**src/hdl/lbgg_pkg.sv**
```systemverilog
// Shared types and constants for the LSTM backward gate-gradient datapath.
// Used by lbgg_round, lbgg_fp_op and the top level; depends on nothing.
`default_nettype none

package lbgg_pkg;

    localparam int FP_W     = 32;
    localparam int SEQ_W    = 16;
    localparam int RAW_W    = 52;
    localparam int EXP_W    = 12;
    localparam int BIAS     = 127;
    localparam int OP_LAT   = 4;
    localparam int N_LEVELS = 6;
    localparam int PIPE_LAT = N_LEVELS * OP_LAT;

    // Operation codes of the floating-point unit, selected per instance by its OP parameter.
    localparam logic [1:0] OP_MUL = 2'd0;
    localparam logic [1:0] OP_ADD = 2'd1;
    localparam logic [1:0] OP_OMS = 2'd2;

    localparam logic [FP_W-1:0] FP_ONE  = 32'h3F80_0000;
    localparam logic [FP_W-1:0] FP_QNAN = 32'h7FC0_0000;

    // Exact intermediate result: value = mant * 2^(expo - BIAS - (RAW_W - 1)).
    typedef struct packed {
        logic                    sign;
        logic                    nan;
        logic                    inf;
        logic signed [EXP_W-1:0] expo;
        logic [RAW_W-1:0]        mant;
    } raw_t;

endpackage

`default_nettype wire

```
**src/hdl/lbgg_round.sv**
```systemverilog
// Normalize and round-to-nearest-even stage pair for the fp32 unit.
// Depends on lbgg_pkg (raw_t, widths, constants).
`default_nettype none

module lbgg_round (
    input  wire logic            aclk,
    input  wire logic            en,
    input  wire lbgg_pkg::raw_t  raw,
    output logic [31:0]          y
);
    import lbgg_pkg::*;

    localparam int LZ_W  = $clog2(RAW_W + 1);
    localparam int SH_W  = 6;
    localparam int SHW_W = RAW_W + 64;

    // Stage 1: leading-zero count and left normalization.
    logic [LZ_W-1:0] lz;
    logic            found;

    always_comb begin
        lz    = '0;
        found = 1'b0;
        for (int i = RAW_W - 1; i >= 0; i--) begin
            if (!found && raw.mant[i]) begin
                lz    = LZ_W'(RAW_W - 1 - i);
                found = 1'b1;
            end
        end
    end

    logic                    n1_sign_reg, n1_nan_reg, n1_inf_reg, n1_zero_reg;
    logic signed [EXP_W-1:0] n1_expo_reg;
    logic [RAW_W-1:0]        n1_mant_reg;

    always_ff @(posedge aclk) begin
        if (en) begin
            n1_sign_reg <= raw.sign;
            n1_nan_reg  <= raw.nan;
            n1_inf_reg  <= raw.inf;
            n1_zero_reg <= !found;
            n1_expo_reg <= raw.expo - $signed({{(EXP_W-LZ_W){1'b0}}, lz});
            n1_mant_reg <= raw.mant << lz;
        end
    end

    // Stage 2: denormalizing shift for tiny results, rounding and packing.
    logic signed [EXP_W-1:0] rs_full, eb, ef;
    logic [SH_W-1:0]         rs;
    logic [SHW_W-1:0]        shw;
    logic [23:0]             keep, mfin;
    logic                    g, st;
    logic [24:0]             rnd;
    logic [31:0]             y_next;
    logic [31:0]             y_reg;

    always_comb begin
        if (n1_expo_reg < 1) begin
            rs_full = EXP_W'(1) - n1_expo_reg;
            eb      = EXP_W'(1);
        end else begin
            rs_full = '0;
            eb      = n1_expo_reg;
        end
        rs   = (rs_full > 63) ? SH_W'(63) : rs_full[SH_W-1:0];
        shw  = {n1_mant_reg, 64'b0} >> rs;
        keep = shw[SHW_W-1 -: 24];
        g    = shw[SHW_W-25];
        st   = |shw[SHW_W-26:0];
        rnd  = {1'b0, keep} + {24'b0, g & (st | keep[0])};
        if (rnd[24]) begin
            mfin = rnd[24:1];
            ef   = eb + EXP_W'(1);
        end else begin
            mfin = rnd[23:0];
            ef   = eb;
        end
        priority if (n1_nan_reg) begin
            y_next = FP_QNAN;
        end else if (n1_inf_reg) begin
            y_next = {n1_sign_reg, 8'hFF, 23'b0};
        end else if (n1_zero_reg) begin
            y_next = {n1_sign_reg, 31'b0};
        end else if (ef >= 255) begin
            y_next = {n1_sign_reg, 8'hFF, 23'b0};
        end else begin
            y_next = {n1_sign_reg, (mfin[23] ? ef[7:0] : 8'h00), mfin[22:0]};
        end
    end

    always_ff @(posedge aclk) begin
        if (en) begin
            y_reg <= y_next;
        end
    end

    assign y = y_reg;

endmodule

`default_nettype wire

```
**src/hdl/lbgg_fp_op.sv**
```systemverilog
// Four-stage fp32 unit: multiply, add, or fused one-minus-square, all RNE.
// Depends on lbgg_pkg and lbgg_round.
`default_nettype none

module lbgg_fp_op #(
    parameter logic [1:0] OP = lbgg_pkg::OP_MUL
) (
    input  wire logic        aclk,
    input  wire logic        en,
    input  wire logic [31:0] a,
    input  wire logic [31:0] b,
    output logic [31:0]      y
);
    import lbgg_pkg::*;

    typedef struct packed {
        logic        sign;
        logic        nan;
        logic        inf;
        logic        zero;
        logic [7:0]  expo;
        logic [23:0] mant;
    } fp_unp_t;

    typedef struct packed {
        logic                    nan;
        logic                    inf;
        logic                    isign;
        logic                    sa;
        logic signed [EXP_W-1:0] ea;
        logic [47:0]             ma;
        logic                    sb;
        logic signed [EXP_W-1:0] eb;
        logic [47:0]             mb;
    } op_pair_t;

    function automatic fp_unp_t fp_unpack(input logic [31:0] x);
        fp_unp_t u;
        u.sign = x[31];
        u.nan  = (x[30:23] == 8'hFF) && (x[22:0] != 23'b0);
        u.inf  = (x[30:23] == 8'hFF) && (x[22:0] == 23'b0);
        u.zero = (x[30:0] == 31'b0);
        u.expo = (x[30:23] == 8'h00) ? 8'd1 : x[30:23];
        u.mant = {(x[30:23] != 8'h00), x[22:0]};
        return u;
    endfunction

    // Stage 1: unpack, and form the product where the operation needs one.
    fp_unp_t                 ua, ub;
    logic [47:0]             prod;
    logic signed [EXP_W-1:0] ex_a, ex_b;
    op_pair_t                s1_next, s1_reg;

    always_comb begin
        ua      = fp_unpack(a);
        ub      = fp_unpack((OP == OP_OMS) ? a : b);
        prod    = ua.mant * ub.mant;
        ex_a    = $signed({{(EXP_W-8){1'b0}}, ua.expo});
        ex_b    = $signed({{(EXP_W-8){1'b0}}, ub.expo});
        s1_next = '0;
        unique case (OP)
            OP_ADD: begin
                s1_next.nan   = ua.nan | ub.nan | (ua.inf & ub.inf & (ua.sign != ub.sign));
                s1_next.inf   = ua.inf | ub.inf;
                s1_next.isign = ua.inf ? ua.sign : ub.sign;
                s1_next.sa    = ua.sign;
                s1_next.ea    = ex_a;
                s1_next.ma    = {ua.mant, 24'b0};
                s1_next.sb    = ub.sign;
                s1_next.eb    = ex_b;
                s1_next.mb    = {ub.mant, 24'b0};
            end
            OP_OMS: begin
                // One minus the exact square: the square enters as a negative addend.
                s1_next.nan   = ua.nan;
                s1_next.inf   = ua.inf;
                s1_next.isign = 1'b1;
                s1_next.sa    = 1'b0;
                s1_next.ea    = EXP_W'(BIAS);
                s1_next.ma    = {1'b1, 47'b0};
                s1_next.sb    = 1'b1;
                s1_next.eb    = (ex_a <<< 1) - EXP_W'(BIAS - 1);
                s1_next.mb    = prod;
            end
            default: begin
                s1_next.nan   = ua.nan | ub.nan | (ua.inf & ub.zero) | (ub.inf & ua.zero);
                s1_next.inf   = ua.inf | ub.inf;
                s1_next.isign = ua.sign ^ ub.sign;
                s1_next.sa    = ua.sign ^ ub.sign;
                s1_next.ea    = ex_a + ex_b - EXP_W'(BIAS - 1);
                s1_next.ma    = prod;
            end
        endcase
    end

    always_ff @(posedge aclk) begin
        if (en) begin
            s1_reg <= s1_next;
        end
    end

    // Stage 2: align and add the two operands exactly enough for one rounding.
    logic signed [EXP_W-1:0] d, sh_full, e_big;
    logic [5:0]              sh;
    logic [47:0]             m_big, m_sml;
    logic                    s_big, s_sml;
    logic [111:0]            shw;
    logic [50:0]             big_al, sml_al;
    logic [52:0]             diff, ndiff;
    logic [RAW_W-1:0]        mag;
    logic                    neg;
    raw_t                    s2_next, s2_reg;

    always_comb begin
        d = s1_reg.ea - s1_reg.eb;
        if (d >= 0) begin
            e_big   = s1_reg.ea;
            m_big   = s1_reg.ma;
            s_big   = s1_reg.sa;
            m_sml   = s1_reg.mb;
            s_sml   = s1_reg.sb;
            sh_full = d;
        end else begin
            e_big   = s1_reg.eb;
            m_big   = s1_reg.mb;
            s_big   = s1_reg.sb;
            m_sml   = s1_reg.ma;
            s_sml   = s1_reg.sa;
            sh_full = -d;
        end
        sh     = (sh_full > 63) ? 6'd63 : sh_full[5:0];
        shw    = {m_sml, 64'b0} >> sh;
        sml_al = {shw[111:62], |shw[61:0]};
        big_al = {m_big, 3'b0};
        if (s_big == s_sml) begin
            diff = {2'b0, big_al} + {2'b0, sml_al};
        end else begin
            diff = {2'b0, big_al} - {2'b0, sml_al};
        end
        ndiff = -diff;
        neg   = diff[52];
        mag   = neg ? ndiff[RAW_W-1:0] : diff[RAW_W-1:0];

        s2_next.nan = s1_reg.nan;
        s2_next.inf = s1_reg.inf;
        if (OP == OP_MUL) begin
            s2_next.sign = s1_reg.sa;
            s2_next.expo = s1_reg.ea;
            s2_next.mant = {s1_reg.ma, 4'b0};
        end else begin
            if (s1_reg.inf) begin
                s2_next.sign = s1_reg.isign;
            end else if (mag == '0) begin
                s2_next.sign = s1_reg.sa & s1_reg.sb;
            end else begin
                s2_next.sign = s_big ^ neg;
            end
            s2_next.expo = e_big + EXP_W'(1);
            s2_next.mant = mag;
        end
    end

    always_ff @(posedge aclk) begin
        if (en) begin
            s2_reg <= s2_next;
        end
    end

    // Stages 3 and 4: normalize, round and pack.
    lbgg_round u_round (
        .aclk (aclk),
        .en   (en),
        .raw  (s2_reg),
        .y    (y)
    );

endmodule

`default_nettype wire

```
**config.mk**
```make
export PLATFORM = sky130hd
export DESIGN_NAME = lbgg_fp_op
export DESIGN_NICKNAME = d
export VERILOG_FILES = /design/src/hdl/lbgg_pkg.sv /design/src/hdl/lbgg_round.sv /design/src/hdl/lbgg_fp_op.sv
export SDC_FILE = /design/constraint.sdc
export NUM_CORES = 2
export LEC_CHECK = 0
export ABC_AREA = 1
export BUFFER_PORTS_ARGS = -buffer_cell sky130_fd_sc_hd__buf_2
export CAP_MARGIN = 5
export CORE_AREA = 2 2 280 282
export DETAILED_ROUTE_END_ITERATION = 8
export DIE_AREA = 0 0 282 284
export PLACE_DENSITY = 0.6
export SYNTH_ARGS = -nofsm -noshare
export SYNTH_HDL_FRONTEND = slang
export SYNTH_SLANG_ARGS = --single-unit
export TNS_END_PERCENT = 10
```
**constraint.sdc**
```tcl
create_clock -name aclk -period 9.9 [get_ports aclk]
set_clock_uncertainty 0.05 [all_clocks]
set_input_delay 1.485 -clock aclk [delete_from_list [all_inputs] [get_ports aclk]]
set_output_delay 1.485 -clock aclk [all_outputs]
set_load 0.005 [all_outputs]
```
==> out/qor.csv <==
metric,value,unit
outcome,"complete, no violations",
Routed Antenna Nets,0,
Worst EP required,10.10,ns
met3 WL,5330,um
Core ar.,0.0770,mm2
count of cell types in the netlist,63,
Hold Path Origin,s1_reg[105]$_DFFE_PP_,
Post-synth EDFFs,218,
Avg Vias per Cell,5.14,
Worst path slowest cell,buf_2,
Max-Cap Viols,0,
# resized after CTS,0,
Worst Hold End,s2_reg[48]$_DFFE_PP_,
Post-Syn Area per Cell,7.84,um2
sequential share of the synthesized area,19.4,%
Max H-tree Level,1,
met2 wire len,43600,um
Critical Path Fanout Max,25,
CTS Buffer Depth,3,
Vias,27200,
dominant cell type by area after synthesis,fa_1,
1st-iter DRT viols,1919,
initial antenna violation count,2,
die area,0.0801,mm2
hold_buf cts,0,
Placer Congestion,0.955,
type of the worst setup path,input pin to register,
Post-Syn Instances,4299,
Detail Placement HPWL,71700,um
Reg2Reg Launch Point,u_round.n1_expo_reg[1]$_DFFE_PP_,
CTS tree,done,
Die W,282,um
Rows,102,
RSZ-0062 raised after global routing,false,
Mapped Nets,5047,
share of layout cells above drive strength 1,5.46,%
TritonCTS Sinks,218,
fmax,0.112,GHz
Total GRT Usage,23.2,%
CP max stage delay,0.58,ns
post-CTS setup repair buffer count,0,
setup TNS after final layout,0,ns
Post-synth top flop,edfxtp_1,
Top Metal Used,met5,
number of global-route vias before repair,27700,
CTS root buf,clkbuf_16,
final WL,90600,um
synth top area cells,"fa_1, edfxtp_1, nand2_1, inv_1, ha_1",
CP dominant cell by count,fa_1,
Reg2Reg Depth,37,
min Tclk post-route,8.91,ns
Worst Path Arrival,9.11,ns
I/O pin count,98,
Worst Hold Class,register to register,
max_slew headroom,25.1,%
Worst-Margin Slew,1.12,ns
Chip Height,284,um
post-layout util,46.1,%
Hold Path Cell Cnt,0,
WL per Instance,17.1,um
Synth top area share,28.8,%
Synthesis Warnings,0,
Worst setup SP type,input pin,
Seq cells post-synth,218,
Tcrit/Tclk final,90.0,%
"Slew Viols, Final",0,
first-pass GRT wire length,148000,um
met1 wire length,38800,um
largest net degree at the start of global routing,95,
CTS Buf Count,21,
PortBufs,97,
Starting Density,43.8,%
Clock Pin Slew Worst Setup and Hold Paths,0.06,ns
mapped cell area,0.0337,mm2
Fin. Hold Viols,0,
final setup fails,0,
area grow syn2layout,5.37,%
Detailed Routing Iterations Pass 1,6,
clock latency on the worst-skew pair,0.52,ns
Reg2Reg Setup Slack,2.71,ns
Remaining DRCs,0,
Reg-to-Reg End,u_round.y[12]$_SDFFCE_PP0P_,
Setup crit end kind,register,
gr ovfl total,0,
ANT cells,0,
async set-reset flop share out of synthesis,0,%
Nets,4984,
[through the flow]
stage               hold slack, ns  cell area, um2  setup WS (ns)  cells
CTS                          0.364           35500           1.02   5290
global placement             0.351           34900          0.628   5253
floorplan                    0.350           33700           1.19   4299
global route                 0.371           35500          0.369   5290
detailed placement           0.355           34900          0.500   5253
finish                       0.365           35500          0.994   5290
[cell usage in the layout, fill, tap and decap left out, types with 4 or more instances in the layout]
cell       Yosys  layout
inv_2          6       6
nor4_1        16      16
a31oi_1        6       6
o21bai_1       4       4
buf_4          9      51
nand2_1     1068    1068
fa_1         484     484
xor2_1        69      69
o2111ai_1      4       4
o211ai_1       7       7
nand3b_1      10      10
o21ai_0      144     144
clkbuf_16      0      21
inv_1        906     906
o31ai_1        4       4
clkinv_1       4       7
nor2_1       230     229
nor3_1        29      29
nand3_1      352     352
o22ai_1        4       4
o21ai_2        4       5
or2_2         11      11
buf_2          8      96
ha_1         198     198
xnor2_1       19      19
or4_1          5       5
edfxtp_1     218     218
clkbuf_1     193       5
mux2i_1       16      16
a21oi_1       70      70
nor2_2         3       4
o21ai_1       52      51
nand2_2        6       6
nand4_1       63      63
o21a_1         6       6
nor3_2         6       6
nand3_2        4       4
[layer usage]
metal  up-vias  GRT usage, %
li1      13100             -
met1     13100          30.8
met2       851          39.4
met3       137          2.81
met4         2          7.17
met5         -             0
[worst max-delay path by stage]
stage | start | endpoint | cells past startpoint
2_1_floorplan | a[30] | s1_reg[108]$_DFFE_PP_ | 30
3_3_place_gp | b[6] | s1_reg[108]$_DFFE_PP_ | 31
3_5_place_dp | b[6] | s1_reg[108]$_DFFE_PP_ | 31
4_1_cts | b[6] | s1_reg[108]$_DFFE_PP_ | 31
5_1_grt | a[6] | s1_reg[107]$_DFFE_PP_ | 38
6_report | b[6] | s1_reg[108]$_DFFE_PP_ | 31
[cells in the mapped netlist, types with 63 or more instances]
cell      instances
nand4_1          63
nand2_1        1068
inv_1           906
nor2_1          230
o21ai_0         144
clkbuf_1        193
edfxtp_1        218
ha_1            198
xor2_1           69
fa_1            484
a21oi_1          70
nand3_1         352
[layout make-up]
| cell class | count | area (um2) |
|---|---|---|
| fill | 7770 | 41500 |
| multi-input combinational | 2931 | 22700 |
| sequential | 218 | 6550 |
| inverter | 916 | 3440 |
| tap | 1040 | 1300 |
| timing repair buffer | 148 | 878 |
| clock buffer | 26 | 544 |
| clock inverter | 11 | 91.3 |
[logic make-up after synthesis]
logic type / synth area share (%)
and+or+nand+nor: 23.1
buffers and inverters: 13.2
adders and majority gates: 36.1
AOI/OAI and AO/OA: 5.38
DFF: 19.4
xor gates and xnor gates: 2.29
muxes: 0.516
[worst max-delay path, delay by kind of cell]
family          cells  cell delay [ns]
fa+ha+maj           8             3.87
compound gates      8             1.80
simple gates        9             0.98
buf+inv             5             0.84
xor+xnor            1             0.12
Power is left out: the tool's default activity adds up to more than one toggle a clock period on the data nets, which glitch-free logic cannot reach.
